<file path="src/rtl/dfs_pkg.sv">
package dfs_pkg;

    localparam int TABLE_DEPTH   = 256;
    localparam int FRACTION_BITS = 16;
    localparam int LINE_WEIGHTS  = 6;

    localparam int IDX_W  = (TABLE_DEPTH > 1) ? $clog2(TABLE_DEPTH) : 1;
    localparam int CNT_W  = $clog2(TABLE_DEPTH + 1);
    localparam int KIND_W = 3;
    localparam int CUM_W  = 24;
    localparam int WGT_W  = 16;
    localparam int EN_W   = 16;
    localparam int RND_W  = 16;
    localparam int CFG_IDX_W = 3;
    localparam int CFG_DATA_W = 32;
    localparam int SPAN_W = 30;
    localparam int POS_W  = 32;

    // Largest usable fraction; a narrower fraction saturates the random input.
    localparam logic [RND_W-1:0] FRAC_MAX = (FRACTION_BITS >= RND_W) ? '1 :
        RND_W'((1 << FRACTION_BITS) - 1);

    typedef enum logic [1:0] {
        CMD_CLEAR  = 2'd0,
        CMD_LOAD   = 2'd1,
        CMD_SAMPLE = 2'd2,
        CMD_NONE   = 2'd3
    } cmd_t;

    localparam logic [CFG_IDX_W-1:0] CFG_CENTRE_X = 3'd0;
    localparam logic [CFG_IDX_W-1:0] CFG_CENTRE_Y = 3'd1;
    localparam logic [CFG_IDX_W-1:0] CFG_CENTRE_Z = 3'd2;
    localparam logic [CFG_IDX_W-1:0] CFG_SPAN_X   = 3'd3;
    localparam logic [CFG_IDX_W-1:0] CFG_SPAN_Y   = 3'd4;
    localparam logic [CFG_IDX_W-1:0] CFG_SPAN_Z   = 3'd5;

    localparam logic signed [5:0] CODE_E_NU      = 6'sd12;
    localparam logic signed [5:0] CODE_MU_NU     = 6'sd14;
    localparam logic signed [5:0] CODE_TAU_NU    = 6'sd16;
    localparam logic signed [5:0] CODE_E_ANTINU  = -6'sd12;
    localparam logic signed [5:0] CODE_MU_ANTINU = -6'sd14;
    localparam logic signed [5:0] CODE_TAU_ANTINU = -6'sd16;

    typedef struct packed {
        logic [KIND_W-1:0] kind;
        logic [EN_W-1:0]   energy;
        logic [CUM_W-1:0]  cumulative;
    } entry_t;

    typedef struct packed {
        logic [1:0]                          command;
        logic [EN_W-1:0]                     energy;
        logic [LINE_WEIGHTS-1:0][WGT_W-1:0]  weights;
        logic [RND_W-1:0]                    random_value;
    } item_t;

    typedef struct packed {
        logic              found;
        logic [KIND_W-1:0] kind;
        logic [EN_W-1:0]   energy;
        logic [CNT_W-1:0]  count;
        logic              overflow;
    } result_t;

    typedef struct packed {
        logic              en;
        logic [IDX_W-1:0]  addr;
        entry_t            entry;
    } ram_wr_t;

    typedef struct packed {
        logic              en;
        logic [IDX_W-1:0]  addr;
    } ram_rd_t;

    typedef struct packed {
        logic signed [POS_W-1:0] centre_x;
        logic signed [POS_W-1:0] centre_y;
        logic signed [POS_W-1:0] centre_z;
        logic [SPAN_W-1:0]       span_x;
        logic [SPAN_W-1:0]       span_y;
        logic [SPAN_W-1:0]       span_z;
    } geom_t;

    typedef struct packed {
        logic signed [POS_W-1:0] x;
        logic signed [POS_W-1:0] y;
        logic signed [POS_W-1:0] z;
    } pos_t;

    // Kind index follows the order of the weights on a flux line.
    function automatic logic signed [5:0] kind_code(input logic [KIND_W-1:0] kind);
        logic signed [5:0] code;
        unique case (kind)
            3'd1:    code = CODE_MU_NU;
            3'd2:    code = CODE_TAU_NU;
            3'd3:    code = CODE_E_ANTINU;
            3'd4:    code = CODE_MU_ANTINU;
            3'd5:    code = CODE_TAU_ANTINU;
            default: code = CODE_E_NU;
        endcase
        return code;
    endfunction

endpackage

</file>
<file path="src/rtl/dfs_position.sv">
module dfs_position (
    input  logic                       clk,
    input  dfs_pkg::geom_t             geom,
    input  logic [dfs_pkg::RND_W-1:0]  frac,
    output dfs_pkg::pos_t              pos
);

    localparam int PROD_W = dfs_pkg::SPAN_W + dfs_pkg::RND_W;

    logic [PROD_W-1:0] prod_x_reg;
    logic [PROD_W-1:0] prod_y_reg;
    logic [dfs_pkg::POS_W-1:0] part_x;
    logic [dfs_pkg::POS_W-1:0] part_y;
    logic [dfs_pkg::POS_W-1:0] half_x;
    logic [dfs_pkg::POS_W-1:0] half_y;
    logic [dfs_pkg::POS_W-1:0] half_z;

    // The fraction is held steady for the whole item, so the products settle
    // in the cycle after the item is taken, before the result is formed.
    always_ff @(posedge clk)
    begin
        prod_x_reg <= PROD_W'(geom.span_x) * PROD_W'(frac);
        prod_y_reg <= PROD_W'(geom.span_y) * PROD_W'(frac);
    end

    assign part_x = dfs_pkg::POS_W'(prod_x_reg >> dfs_pkg::FRACTION_BITS);
    assign part_y = dfs_pkg::POS_W'(prod_y_reg >> dfs_pkg::FRACTION_BITS);
    assign half_x = dfs_pkg::POS_W'(geom.span_x >> 1);
    assign half_y = dfs_pkg::POS_W'(geom.span_y >> 1);
    assign half_z = dfs_pkg::POS_W'(geom.span_z >> 1);

    assign pos.x = $signed(dfs_pkg::POS_W'($unsigned(geom.centre_x) + part_x - half_x));
    assign pos.y = $signed(dfs_pkg::POS_W'($unsigned(geom.centre_y) + part_y - half_y));
    assign pos.z = $signed(dfs_pkg::POS_W'($unsigned(geom.centre_z) - half_z));

endmodule

</file>
<file path="config.mk">
export PLATFORM = sky130hd
export DESIGN_NAME = dfs_position
export DESIGN_NICKNAME = d
export VERILOG_FILES = /design/src/rtl/dfs_pkg.sv /design/src/rtl/dfs_position.sv
export SDC_FILE = /design/constraint.sdc
export NUM_CORES = 2
export LEC_CHECK = 0
export ABC_AREA = 1
export BUFFER_PORTS_ARGS = -buffer_cell sky130_fd_sc_hd__buf_2
export CAP_MARGIN = 20
export CELL_PAD_IN_SITES_DETAIL_PLACEMENT = 0
export CELL_PAD_IN_SITES_GLOBAL_PLACEMENT = 1
export CORE_MARGIN = 2
export CORE_UTILIZATION = 51
export DETAILED_ROUTE_END_ITERATION = 10
export PLACE_DENSITY_LB_ADDON = 0.1
export RECOVER_POWER = 100
export SLEW_MARGIN = 20
export SYNTH_ARGS = -nofsm -noshare
export SYNTH_HDL_FRONTEND = slang
export SYNTH_SLANG_ARGS = --single-unit
export TNS_END_PERCENT = 50
</file>
<file path="constraint.sdc">
create_clock -name clk -period 14.1 [get_ports clk]
set_input_delay 2.115 -clock clk [delete_from_list [all_inputs] [get_ports clk]]
set_output_delay 2.115 -clock clk [all_outputs]
set_load 0.005 [all_outputs]
</file>
==> impl_metrics.csv <==
group,metric,value,unit
die,ios,299,
finish,final_area,43000,um^2
finish,fin_nets,7178,
clocking,cts_buffers,9,
routing,routed_via_density,5.08,
synthesis,synth.distinct_cells,36,
setup_path,crit_chain,"clkbuf_1 > clkbuf_1 > nand2_1 > fa_1 > inv_1 > fa_1 > fa_1 > fa_1 > fa_1 > inv_1 > fa_1 > inv_1 > ha_1 > nand2_1 > nor2_1 > nand2_1 > nor4_1 > nand4_1 > nand4_1 > nand2_1",
placed_design,placed_area,42800,um^2
global_route,track_usage,29.3,%
synthesis,synth_edf_count,0,
clocking,clockBufferDepth,2,
synthesis,synthTopCellsByArea,"fa_1 41%, inv_1 16%, nand2_1 14%",
synthesis,yosysTopAreaCell,"fa_1",
routing,vias,34900,
routing,ant_nets,0,
setup_path,crit_fanout,31,
hold_path,worstHoldPathType,"in -> reg",
synthesis,ys_ff_latch,60,
die,dieHeight,287,um
timing,layout_min_cycle_time,10.13,ns
routing,wl,116000,um
clocking,cts_setup_buffers,0,
setup_path,worstPathRequired,14.36,ns
synthesis,yosys_warnings,0,
die,start_util,51.6,%
die,die_area,82100,um^2
setup_path,crit_arrival,10.39,ns
setup_path,critPathCaptureType,"flip-flop",
synthesis,synth_area,40700,um^2
timing,hold_violations,0,
setup_path,startpoint_type,"input pin",
clocking,cts.sink_count,60,
die,core_area,79000,um^2
clocking,cts_root_buf,"clkbuf_16",
placed_design,dp_hpwl,96600,um
timing,slew_headroom,-25.0,%
clocking,cts_tree,"built",
finish,ff_latch_area,1200,um^2
routing,dr.pass1.iters,6,
global_route,grt_pass1_vias,35000,
timing,timing.setup.tns,0,ns
global_route,grt_max_degree,61,
clocking,ctsResizeCount,0,
die,dieWidth,287,um
setup_path,cp_top_family,"adder cells",
setup_path,max_stage_delay,1.38,ns
global_route,overflow,0,
clocking,cts.htree.levels,3,
finish,final_layout_size_suffix_gt1_share,4.86,%
timing,rsz0062_at_grt,"no",
timing,fin_crit_sh,71.8,%
finish,syn_to_final_growth,5.57,%
timing,slew_violations,63,
timing,worst_pin_slew,1.88,ns
global_route,antenna_found_initial,0,
routing,wl_met2,51500,um
status,run_status,"finished with violations",
placed_design,finalWeightedCongestion,0.978,
timing,setup_violations,0,
global_route,grt_first_pass_wirelength,190000,um
routing,wl_met3,7620,um
synthesis,ys.flop_type,"dfxtp_1",
synthesis,synth-async-reset-ratio,0,%
clocking,cts.clk_slew.worst_paths,0.06,ns
finish,fillers,8108,
run,drv_cap,2,
setup_path,slowest_stage,"clkbuf_1",
routing,drt-initial-drc-count,2664,
synthesis,syn_area_per_cell,7.13,um^2
routing,topRoutingLayerUsed,"met4",
synthesis,syn_inst,5714,
setup_path,worst_path_most_repeated_cell,"fa_1",
setup_path,crit_buf_inv,5,
synthesis,synth_top_area_share,41.1,%
synthesis,syn-num-nets,7079,
routing,m1WireLength,56100,um
clocking,cts-hold-fix-buffers,0,
status,violations,"capacitance limit, slew limit",
routing,post_drt_wl_per_cell,17.0,um
synthesis,ys_seq_area_share,2.95,%
timing,fmax,98.8,MHz
finish,post-route-util,54.4,%
setup_path,path_class,"in -> reg",
finish,multiInputGateArea,32300,um^2
placed_design,numPortBuffers,297,
routing,drc_errors,0,
die,core.rowCount,103,
finish,diodes,0,
==> cells by family (layout without fill, tap and decap cells) <==
group	Yosys count	after routing	share of synthesized area, %
adder cells (fa/ha/maj)	1162	1162	51.1
XOR/XNOR	109	109	2.36
AO/OA/AOI/OAI	503	503	6.84
flip-flops	60	60	2.95
buffers and inverters	1918	2022	17.7
AND/OR/NAND/NOR	1962	1962	19.0
==> placed cells by master, fill, tap and decap left out, drive strengths merged, types with 37 or more instances in the layout <==
cell type,n
xor2,80
nand3,106
nand4,37
ha,325
o21ai,157
nor3,46
dfxtp,60
nor2,277
buf,248
clkbuf,76
fa,837
a21oi,249
inv,1692
nand2,1480
==> metrics by stage <==
step           hold WS (ns)  instances  worst slack (ns)
6_report               2.56       6868              3.97
5_1_grt                2.62       6868              3.68
4_1_cts                2.55       6868              5.88
3_5_place_dp           2.93       6852              5.51
3_3_place_gp           2.92       6852              5.53
2_1_floorplan          2.56       5714              6.86
==> tightest hold or removal path, delay by kind of cell <==
family	cells	cell delay (ns)
xor gates and xnor gates	1	0.10
buffers and inverters	1	0.18
and+or+nand+nor	5	0.47
==> cells in the mapped netlist (2+ instances only) <==
cell type,count
a21boi_0,14
a21o_1,33
a21oi_1,249
a31oi_1,8
buf_1,5
clkbuf_1,220
dfxtp_1,60
fa_1,837
ha_1,325
inv_1,1691
nand2_1,1467
nand2_2,13
nand3_1,106
nand3b_1,7
nand4_1,37
nor2_1,274
nor2_2,3
nor3_1,44
nor3_2,2
nor4_1,6
o211ai_1,11
o21a_1,14
o21ai_0,131
o21ai_1,16
o21ai_2,10
o21bai_1,13
o22ai_1,3
xnor2_1,29
xor2_1,79
==> cell type report <==
type	count	area share [%]
inverter	1692	14.8
tap	1050	3.06
timing repair buffer	314	3.56
sequential	60	2.79
clock inverter	6	0.204
multi-input combinational	3736	75.1
clock buffer	10	0.556
==> metal layers <==
metal,vias up,GRT usage (%)
li1,16600,-
met1,17100,45.5
met2,1049,45.1
met3,73,3.19
met4,0,4.06
met5,-,0
==> final timing paths <==
check | startpoint | cells after the start | to | slack, ns
max | frac[2] | 20 | prod_x_reg[42] | 3.97
min | frac[1] | 7 | prod_x_reg[20] | 2.56
Power is not shown: default switching activity piles up to over one toggle a cycle in this logic, so the estimate is an artifact.
