[config.mk]
export PLATFORM = sky130hd
export DESIGN_NAME = dfs_sequencer
export DESIGN_NICKNAME = d
export VERILOG_FILES = /design/src/rtl/dfs_pkg.sv /design/src/rtl/dfs_sequencer.sv
export SDC_FILE = /design/constraint.sdc
export NUM_CORES = 1
export LEC_CHECK = 0
export ABC_AREA = 1
export BUFFER_PORTS_ARGS = -buffer_cell sky130_fd_sc_hd__buf_2
export CAP_MARGIN = 0
export CORE_ASPECT_RATIO = 0.75
export CORE_UTILIZATION = 61
export DETAILED_ROUTE_END_ITERATION = 10
export PLACE_DENSITY = 0.91
export REMOVE_ABC_BUFFERS = 1
export SLEW_MARGIN = 20
export SYNTH_ARGS = -nofsm -noshare
export SYNTH_HDL_FRONTEND = slang
export SYNTH_SLANG_ARGS = --single-unit
[constraint.sdc]
create_clock -name clk -period 7.86 [get_ports clk]
set_input_delay 0.393 -clock clk [delete_from_list [all_inputs] [get_ports clk]]
set_output_delay 0.393 -clock clk [all_outputs]
set_load 0.01 [all_outputs]
[src/rtl/dfs_pkg.sv]
package dfs_pkg;

    localparam int TABLE_DEPTH   = 256;
    localparam int FRACTION_BITS = 16;
    localparam int LINE_WEIGHTS  = 6;

    localparam int IDX_W  = (TABLE_DEPTH > 1) ? $clog2(TABLE_DEPTH) : 1;
    localparam int CNT_W  = $clog2(TABLE_DEPTH + 1);
    localparam int KIND_W = 3;
    localparam int CUM_W  = 24;
    localparam int WGT_W  = 16;
    localparam int EN_W   = 16;
    localparam int RND_W  = 16;
    localparam int CFG_IDX_W = 3;
    localparam int CFG_DATA_W = 32;
    localparam int SPAN_W = 30;
    localparam int POS_W  = 32;

    // Largest usable fraction; a narrower fraction saturates the random input.
    localparam logic [RND_W-1:0] FRAC_MAX = (FRACTION_BITS >= RND_W) ? '1 :
        RND_W'((1 << FRACTION_BITS) - 1);

    typedef enum logic [1:0] {
        CMD_CLEAR  = 2'd0,
        CMD_LOAD   = 2'd1,
        CMD_SAMPLE = 2'd2,
        CMD_NONE   = 2'd3
    } cmd_t;

    localparam logic [CFG_IDX_W-1:0] CFG_CENTRE_X = 3'd0;
    localparam logic [CFG_IDX_W-1:0] CFG_CENTRE_Y = 3'd1;
    localparam logic [CFG_IDX_W-1:0] CFG_CENTRE_Z = 3'd2;
    localparam logic [CFG_IDX_W-1:0] CFG_SPAN_X   = 3'd3;
    localparam logic [CFG_IDX_W-1:0] CFG_SPAN_Y   = 3'd4;
    localparam logic [CFG_IDX_W-1:0] CFG_SPAN_Z   = 3'd5;

    localparam logic signed [5:0] CODE_E_NU      = 6'sd12;
    localparam logic signed [5:0] CODE_MU_NU     = 6'sd14;
    localparam logic signed [5:0] CODE_TAU_NU    = 6'sd16;
    localparam logic signed [5:0] CODE_E_ANTINU  = -6'sd12;
    localparam logic signed [5:0] CODE_MU_ANTINU = -6'sd14;
    localparam logic signed [5:0] CODE_TAU_ANTINU = -6'sd16;

    typedef struct packed {
        logic [KIND_W-1:0] kind;
        logic [EN_W-1:0]   energy;
        logic [CUM_W-1:0]  cumulative;
    } entry_t;

    typedef struct packed {
        logic [1:0]                          command;
        logic [EN_W-1:0]                     energy;
        logic [LINE_WEIGHTS-1:0][WGT_W-1:0]  weights;
        logic [RND_W-1:0]                    random_value;
    } item_t;

    typedef struct packed {
        logic              found;
        logic [KIND_W-1:0] kind;
        logic [EN_W-1:0]   energy;
        logic [CNT_W-1:0]  count;
        logic              overflow;
    } result_t;

    typedef struct packed {
        logic              en;
        logic [IDX_W-1:0]  addr;
        entry_t            entry;
    } ram_wr_t;

    typedef struct packed {
        logic              en;
        logic [IDX_W-1:0]  addr;
    } ram_rd_t;

    typedef struct packed {
        logic signed [POS_W-1:0] centre_x;
        logic signed [POS_W-1:0] centre_y;
        logic signed [POS_W-1:0] centre_z;
        logic [SPAN_W-1:0]       span_x;
        logic [SPAN_W-1:0]       span_y;
        logic [SPAN_W-1:0]       span_z;
    } geom_t;

    typedef struct packed {
        logic signed [POS_W-1:0] x;
        logic signed [POS_W-1:0] y;
        logic signed [POS_W-1:0] z;
    } pos_t;

    // Kind index follows the order of the weights on a flux line.
    function automatic logic signed [5:0] kind_code(input logic [KIND_W-1:0] kind);
        logic signed [5:0] code;
        unique case (kind)
            3'd1:    code = CODE_MU_NU;
            3'd2:    code = CODE_TAU_NU;
            3'd3:    code = CODE_E_ANTINU;
            3'd4:    code = CODE_MU_ANTINU;
            3'd5:    code = CODE_TAU_ANTINU;
            default: code = CODE_E_NU;
        endcase
        return code;
    endfunction

endpackage

[src/rtl/dfs_sequencer.sv]
module dfs_sequencer (
    input  logic                       clk,
    input  logic                       rst_n,
    input  logic                       item_valid,
    input  dfs_pkg::item_t             item,
    output logic                       item_ready,
    input  logic                       slot_free,
    output logic                       push,
    output dfs_pkg::result_t           result,
    output logic [dfs_pkg::RND_W-1:0]  frac,
    output dfs_pkg::ram_wr_t           ram_wr,
    output dfs_pkg::ram_rd_t           ram_rd,
    input  dfs_pkg::entry_t            ram_rd_data
);

    localparam int PROD_W = dfs_pkg::RND_W + dfs_pkg::CUM_W;

    typedef enum logic [2:0] {
        S_IDLE,
        S_LOAD,
        S_MUL,
        S_SCAN,
        S_DONE
    } state_t;

    state_t state_reg;

    logic [dfs_pkg::CNT_W-1:0]   fill_reg;
    logic [dfs_pkg::CUM_W-1:0]   total_reg;
    logic [dfs_pkg::CUM_W-1:0]   total_next;
    logic [dfs_pkg::CUM_W:0]     total_sum;
    logic [dfs_pkg::KIND_W-1:0]  k_reg;
    logic [dfs_pkg::CNT_W-1:0]   scan_reg;
    logic [dfs_pkg::CNT_W-1:0]   scan_next;
    logic [PROD_W-1:0]           prod_reg;
    logic [dfs_pkg::CUM_W-1:0]   scaled;
    logic [dfs_pkg::LINE_WEIGHTS-1:0][dfs_pkg::WGT_W-1:0] weight_reg;
    logic [dfs_pkg::EN_W-1:0]    load_energy_reg;
    logic [dfs_pkg::RND_W-1:0]   frac_reg;
    logic [dfs_pkg::RND_W-1:0]   frac_in;
    logic [dfs_pkg::WGT_W-1:0]   w_cur;
    logic                        table_full;
    logic                        scan_hit;
    logic                        scan_last;
    logic                        found_reg;
    logic                        ovf_reg;
    logic [dfs_pkg::KIND_W-1:0]  kind_reg;
    logic [dfs_pkg::EN_W-1:0]    energy_reg;
    logic                        accept;

    assign item_ready = (state_reg == S_IDLE);
    assign accept     = item_valid && item_ready;
    assign push       = (state_reg == S_DONE) && slot_free;

    assign frac_in = (item.random_value > dfs_pkg::FRAC_MAX) ? dfs_pkg::FRAC_MAX
                                                             : item.random_value;
    assign frac    = frac_reg;

    assign w_cur      = weight_reg[k_reg];
    assign table_full = (fill_reg == dfs_pkg::CNT_W'(dfs_pkg::TABLE_DEPTH));
    assign total_sum  = {1'b0, total_reg} + (dfs_pkg::CUM_W + 1)'(w_cur);
    assign total_next = total_sum[dfs_pkg::CUM_W] ? '1 : total_sum[dfs_pkg::CUM_W-1:0];

    assign scaled    = dfs_pkg::CUM_W'(prod_reg >> dfs_pkg::FRACTION_BITS);
    assign scan_hit  = scaled < ram_rd_data.cumulative;
    assign scan_next = scan_reg + 1'b1;
    assign scan_last = (scan_next == fill_reg);

    always_comb
    begin
        ram_wr.en               = (state_reg == S_LOAD) && (w_cur != '0) && !table_full;
        ram_wr.addr             = fill_reg[dfs_pkg::IDX_W-1:0];
        ram_wr.entry.kind       = k_reg;
        ram_wr.entry.energy     = load_energy_reg;
        ram_wr.entry.cumulative = total_next;
    end

    // The read for the next entry goes out while the current one is compared.
    always_comb
    begin
        ram_rd.en   = ((state_reg == S_MUL) && (fill_reg != '0)) ||
                      ((state_reg == S_SCAN) && !scan_hit && !scan_last);
        ram_rd.addr = (state_reg == S_MUL) ? '0 : scan_next[dfs_pkg::IDX_W-1:0];
    end

    always_comb
    begin
        result.found    = found_reg;
        result.kind     = kind_reg;
        result.energy   = energy_reg;
        result.count    = fill_reg;
        result.overflow = ovf_reg;
    end

    always_ff @(posedge clk or negedge rst_n)
    begin
        if (!rst_n)
        begin
            state_reg       <= S_IDLE;
            fill_reg        <= '0;
            total_reg       <= '0;
            k_reg           <= '0;
            scan_reg        <= '0;
            found_reg       <= 1'b0;
            ovf_reg         <= 1'b0;
            kind_reg        <= '0;
            energy_reg      <= '0;
            prod_reg        <= '0;
            weight_reg      <= '0;
            load_energy_reg <= '0;
            frac_reg        <= '0;
        end
        else
        begin
            unique case (state_reg)
                S_IDLE:
                begin
                    if (accept)
                    begin
                        found_reg       <= 1'b0;
                        ovf_reg         <= 1'b0;
                        k_reg           <= '0;
                        weight_reg      <= item.weights;
                        load_energy_reg <= item.energy;
                        frac_reg        <= frac_in;
                        prod_reg        <= PROD_W'(frac_in) * PROD_W'(total_reg);
                        unique case (dfs_pkg::cmd_t'(item.command))
                            dfs_pkg::CMD_CLEAR:
                            begin
                                fill_reg  <= '0;
                                total_reg <= '0;
                                state_reg <= S_DONE;
                            end
                            dfs_pkg::CMD_LOAD:   state_reg <= S_LOAD;
                            dfs_pkg::CMD_SAMPLE: state_reg <= S_MUL;
                            dfs_pkg::CMD_NONE:   state_reg <= S_DONE;
                            default:             state_reg <= S_DONE;
                        endcase
                    end
                end
                S_LOAD:
                begin
                    if (w_cur != '0)
                    begin
                        if (table_full)
                        begin
                            ovf_reg <= 1'b1;
                        end
                        else
                        begin
                            total_reg <= total_next;
                            fill_reg  <= fill_reg + 1'b1;
                        end
                    end
                    k_reg <= k_reg + 1'b1;
                    if (k_reg == dfs_pkg::KIND_W'(dfs_pkg::LINE_WEIGHTS - 1))
                    begin
                        state_reg <= S_DONE;
                    end
                end
                S_MUL:
                begin
                    scan_reg  <= '0;
                    state_reg <= (fill_reg == '0) ? S_DONE : S_SCAN;
                end
                S_SCAN:
                begin
                    if (scan_hit)
                    begin
                        found_reg  <= 1'b1;
                        kind_reg   <= ram_rd_data.kind;
                        energy_reg <= ram_rd_data.energy;
                        state_reg  <= S_DONE;
                    end
                    else if (scan_last)
                    begin
                        state_reg <= S_DONE;
                    end
                    else
                    begin
                        scan_reg <= scan_next;
                    end
                end
                S_DONE:
                begin
                    if (slot_free)
                    begin
                        state_reg <= S_IDLE;
                    end
                end
                default: state_reg <= S_IDLE;
            endcase
        end
    end

    a_fill_bounded: assert property (@(posedge clk) disable iff (!rst_n)
        fill_reg <= dfs_pkg::CNT_W'(dfs_pkg::TABLE_DEPTH))
        else $error("table fill count exceeds depth");

    a_fill_steps: assert property (@(posedge clk) disable iff (!rst_n)
        1'b1 |=> (fill_reg == $past(fill_reg) || fill_reg == $past(fill_reg) + 1'b1 ||
                  fill_reg == '0))
        else $error("table fill count moved by more than one entry");

    a_write_in_range: assert property (@(posedge clk) disable iff (!rst_n)
        ram_wr.en |-> (fill_reg < dfs_pkg::CNT_W'(dfs_pkg::TABLE_DEPTH)))
        else $error("table write beyond the filled region's limit");

    a_scan_in_fill: assert property (@(posedge clk) disable iff (!rst_n)
        (state_reg == S_SCAN) |-> (scan_reg < fill_reg))
        else $error("scan compared an entry that was never written");

    a_push_returns: assert property (@(posedge clk) disable iff (!rst_n)
        push |=> (state_reg == S_IDLE) && !found_reg == !$past(found_reg))
        else $error("result transfer did not return the sequencer to idle");

endmodule

==> reports/results.ini <==
[outcome]
run_status = finished, final reports clean

[clock_tree]
cts-htree-levels = 1
cts.root.buffer_cell = sky130_fd_sc_hd__clkbuf_16
clock_insertion_delay_worst_skew_ps = 570
ctsLongestPathBuffers = 3
cts_made_buffers = 24
cts_tree = built
clock_sink_count = 221
clkTransAtPathRegs_ps = 70
cts_setup_buffers = 0

[grt]
first_global_vias = 22696
wire_length_of_the_first_global_routing_pass_um = 117000
grt_start_max_net_pins = 227
grt.total_usage_pct = 35.6
grt_antenna_before_repair = 3
global_route.overflow_total = 0

[finish]
layout-drive-gt1-share_pct = 10.3
syn_to_final_growth_pct = 9.37
layout_common_cells = sky130_fd_sc_hd__nand2_1 (1159), sky130_fd_sc_hd__inv_1 (727), sky130_fd_sc_hd__fa_1 (306), sky130_fd_sc_hd__buf_2 (284), sky130_fd_sc_hd__dfrtp_1 (220)
final_common_cell = sky130_fd_sc_hd__nand2_1
n_fill_cell = 3112
antenna-diode-count = 0
finish.net_count = 4191
flip_flop_count_of_the_largest_register_all_copies_and_words_added = 96

[setup_path]
crit_path_end_kind = register
critPathKind = reg2reg
worstPathMaxFanout = 18
critical_path_required_ps = 8310
cp_data_arrival_time_ps = 7000
start_kind = register

[sta]
finalMaxSlewViolations = 0
grt_setup_unrepaired = false
worst_slew_margin_rel_pct = 33.9
finalSetupViolations = 0
finalHoldViolations = 0
timing.clock.skew_ps = 25.0
max_freq_mhz = 153
worstMarginPinSlew_ps = 992
finalWorstPathRequiredPeriod_ps = 6550
post-route-worst-setup-slack_ps = 1310
period_share_pct = 83.3

[drt]
detailroute.via_count = 22493
detailedRoute.firstIterationViolations = 2407
highest_signal_layer_in_the_routed_design = met5
routed_wire_length_per_instance_um = 17.4
number_of_routed_nets_with_antenna_violations = 0
met2_length_um = 30900
drt-total-wl_um = 71200
m1WireLength_um = 28200
dr.pass1.iters = 6
drc = 0
route.detailed.vias_per_inst = 5.50
met3WireLength_um = 8410

[floorplan]
floorplan.die.height_um = 177
dieArea_um2 = 41500
ports = 286
floorplan.core_area_um2 = 39800
rows = 63
die_width_um = 235
floorplan.initialDensity_pct = 62.4

[yosys]
syn_area_per_cell_um2 = 7.32
netlist-cell-type-count = 41
seq_area_frac_synth_pct = 22.3
synthCells = 3393
ys_warn_count = 0
netlist_area_before_placement_um2 = 24800
count_of_state_elements_after_synthesis = 221

[placement]
gp_congestion = 1.00
place_worst_setup_slack_ps = 1530
dp_hpwl_um = 54300
placement.io_buffers = 285

[job]
maxCapViolations = 0

[worst_hold_path]
holdCritPathClass = in2reg

## kinds of logic after synthesis
| group | count (synthesis) | synth area share [%] |
|---|---|---|
| buffers and inverters | 898 | 14.0 |
| XOR/XNOR | 25 | 0.881 |
| AO/OA/AOI/OAI | 281 | 6.13 |
| AND/OR/NAND/NOR | 1506 | 24.3 |
| adder cells (fa/ha/maj) | 462 | 32.5 |
| flip-flops | 221 | 22.3 |
## worst max-delay path: stages (launching register included)
cell and delay (ps):
sky130_fd_sc_hd__dfrtp_1 990, sky130_fd_sc_hd__nand2_1 210, sky130_fd_sc_hd__fa_1 580, sky130_fd_sc_hd__inv_1 60, sky130_fd_sc_hd__fa_1 480, sky130_fd_sc_hd__fa_1 540, sky130_fd_sc_hd__fa_1 520, sky130_fd_sc_hd__fa_1 580
sky130_fd_sc_hd__inv_1 70, sky130_fd_sc_hd__fa_1 550, sky130_fd_sc_hd__inv_1 50, sky130_fd_sc_hd__ha_1 360, sky130_fd_sc_hd__nand2_1 200, sky130_fd_sc_hd__nor2_1 210, sky130_fd_sc_hd__nand2_1 100, sky130_fd_sc_hd__nor3_1 150
sky130_fd_sc_hd__nand4_1 110, sky130_fd_sc_hd__nand3_1 260, sky130_fd_sc_hd__nand2_1 130, sky130_fd_sc_hd__nand2_1 90, sky130_fd_sc_hd__nand2_1 50, sky130_fd_sc_hd__nand3_1 80, sky130_fd_sc_hd__nand2_1 80
## routing by layer
metal	GRT usage, %	up-vias
li1	-	10348
met1	48.0	10521
met2	54.8	1369
met3	8.31	251
met4	17.2	4
met5	0	-
## metrics by stage
step                      TNS [ps]  cells  util (%)  instance area [µm²]  hold WS, ps
after floorplan            -149680   3228         -                24100         97.4
after global routing             0   4089      68.3                27200         30.9
after CTS                        0   4089      68.3                27200         14.6
after detailed placement         0   4045      66.1                26300          425
final                            0   4089      68.3                27200         26.8
after global placement           0   4045      66.1                26300          431
## final cells by class
| class | count | area (µm²) | area share, % |
|---|---|---|---|
| clock buffers | 29 | 639 | 2.35 |
| flip-flops and latches | 221 | 5530 | 20.4 |
| multi-input cells | 2274 | 15900 | 58.4 |
| repair buffers | 298 | 1550 | 5.70 |
| well taps | 520 | 651 | 2.39 |
| clock inverters | 14 | 194 | 0.714 |
| inverters | 733 | 2750 | 10.1 |
## Yosys cell counts
cell type	count	share of area, %
sky130_fd_sc_hd__nor3b_1	1	0.030
sky130_fd_sc_hd__o21ai_1	1	0.020
sky130_fd_sc_hd__a21oi_1	84	1.7
sky130_fd_sc_hd__nand2_4	2	0.091
sky130_fd_sc_hd__buf_2	10	0.20
sky130_fd_sc_hd__nand2_1	1159	18
sky130_fd_sc_hd__buf_6	2	0.091
sky130_fd_sc_hd__inv_1	727	11
sky130_fd_sc_hd__a211o_1	1	0.035
sky130_fd_sc_hd__o22ai_1	3	0.076
sky130_fd_sc_hd__ha_1	156	7.9
sky130_fd_sc_hd__nor2_1	130	2.0
sky130_fd_sc_hd__a21boi_0	3	0.091
sky130_fd_sc_hd__nand3b_1	8	0.24
sky130_fd_sc_hd__a21o_1	6	0.18
sky130_fd_sc_hd__o31ai_1	1	0.030
sky130_fd_sc_hd__nand3_1	126	2.5
sky130_fd_sc_hd__clkbuf_1	125	1.9
sky130_fd_sc_hd__nor3_1	29	0.58
sky130_fd_sc_hd__xnor2_1	8	0.28
sky130_fd_sc_hd__or2_2	16	0.40
sky130_fd_sc_hd__inv_2	4	0.060
sky130_fd_sc_hd__nand4_1	23	0.58
sky130_fd_sc_hd__nor4_1	3	0.076
sky130_fd_sc_hd__o21ai_0	150	3.0
sky130_fd_sc_hd__and2_1	4	0.10
sky130_fd_sc_hd__dfrtp_1	221	22
sky130_fd_sc_hd__o211ai_1	17	0.51
sky130_fd_sc_hd__nor2_4	1	0.045
sky130_fd_sc_hd__buf_4	18	0.54
sky130_fd_sc_hd__clkinv_1	2	0.030
sky130_fd_sc_hd__o21bai_1	5	0.15
sky130_fd_sc_hd__nor2_2	1	0.025
sky130_fd_sc_hd__nand2_2	3	0.076
sky130_fd_sc_hd__o311ai_0	1	0.035
sky130_fd_sc_hd__o31a_1	1	0.035
sky130_fd_sc_hd__o21a_1	7	0.21
sky130_fd_sc_hd__o221ai_1	1	0.035
sky130_fd_sc_hd__fa_1	306	25
sky130_fd_sc_hd__buf_1	10	0.15
sky130_fd_sc_hd__xor2_1	17	0.60
## worst paths after layout
check                                          from  cells past startpoint  slack (ps)                              end
min                                       item[125]                      3          30  load_energy_reg[13]$_DFFE_PN0P_
max reg2reg                total_reg[9]$_DFFE_PN0P_                     22        1310         prod_reg[36]$_DFFE_PN0P_
max in group asynchronous                     rst_n                      3        6020         prod_reg[20]$_DFFE_PN0P_
min reg2reg                    frac[14]$_DFFE_PN0P_                      2         470             frac[14]$_DFFE_PN0P_
max                        total_reg[9]$_DFFE_PN0P_                     22        1310         prod_reg[36]$_DFFE_PN0P_
min in group asynchronous                     rst_n                      2         410  load_energy_reg[13]$_DFFE_PN0P_
## timing repair
action / CTS / global route
gates resized for setup: 0 / 0
hold buffers: 1 / 0
endpoints found under the hold margin: 82 / 0
Power is not shown: default switching activity piles up to over one toggle a cycle in this logic, so the estimate is an artifact.
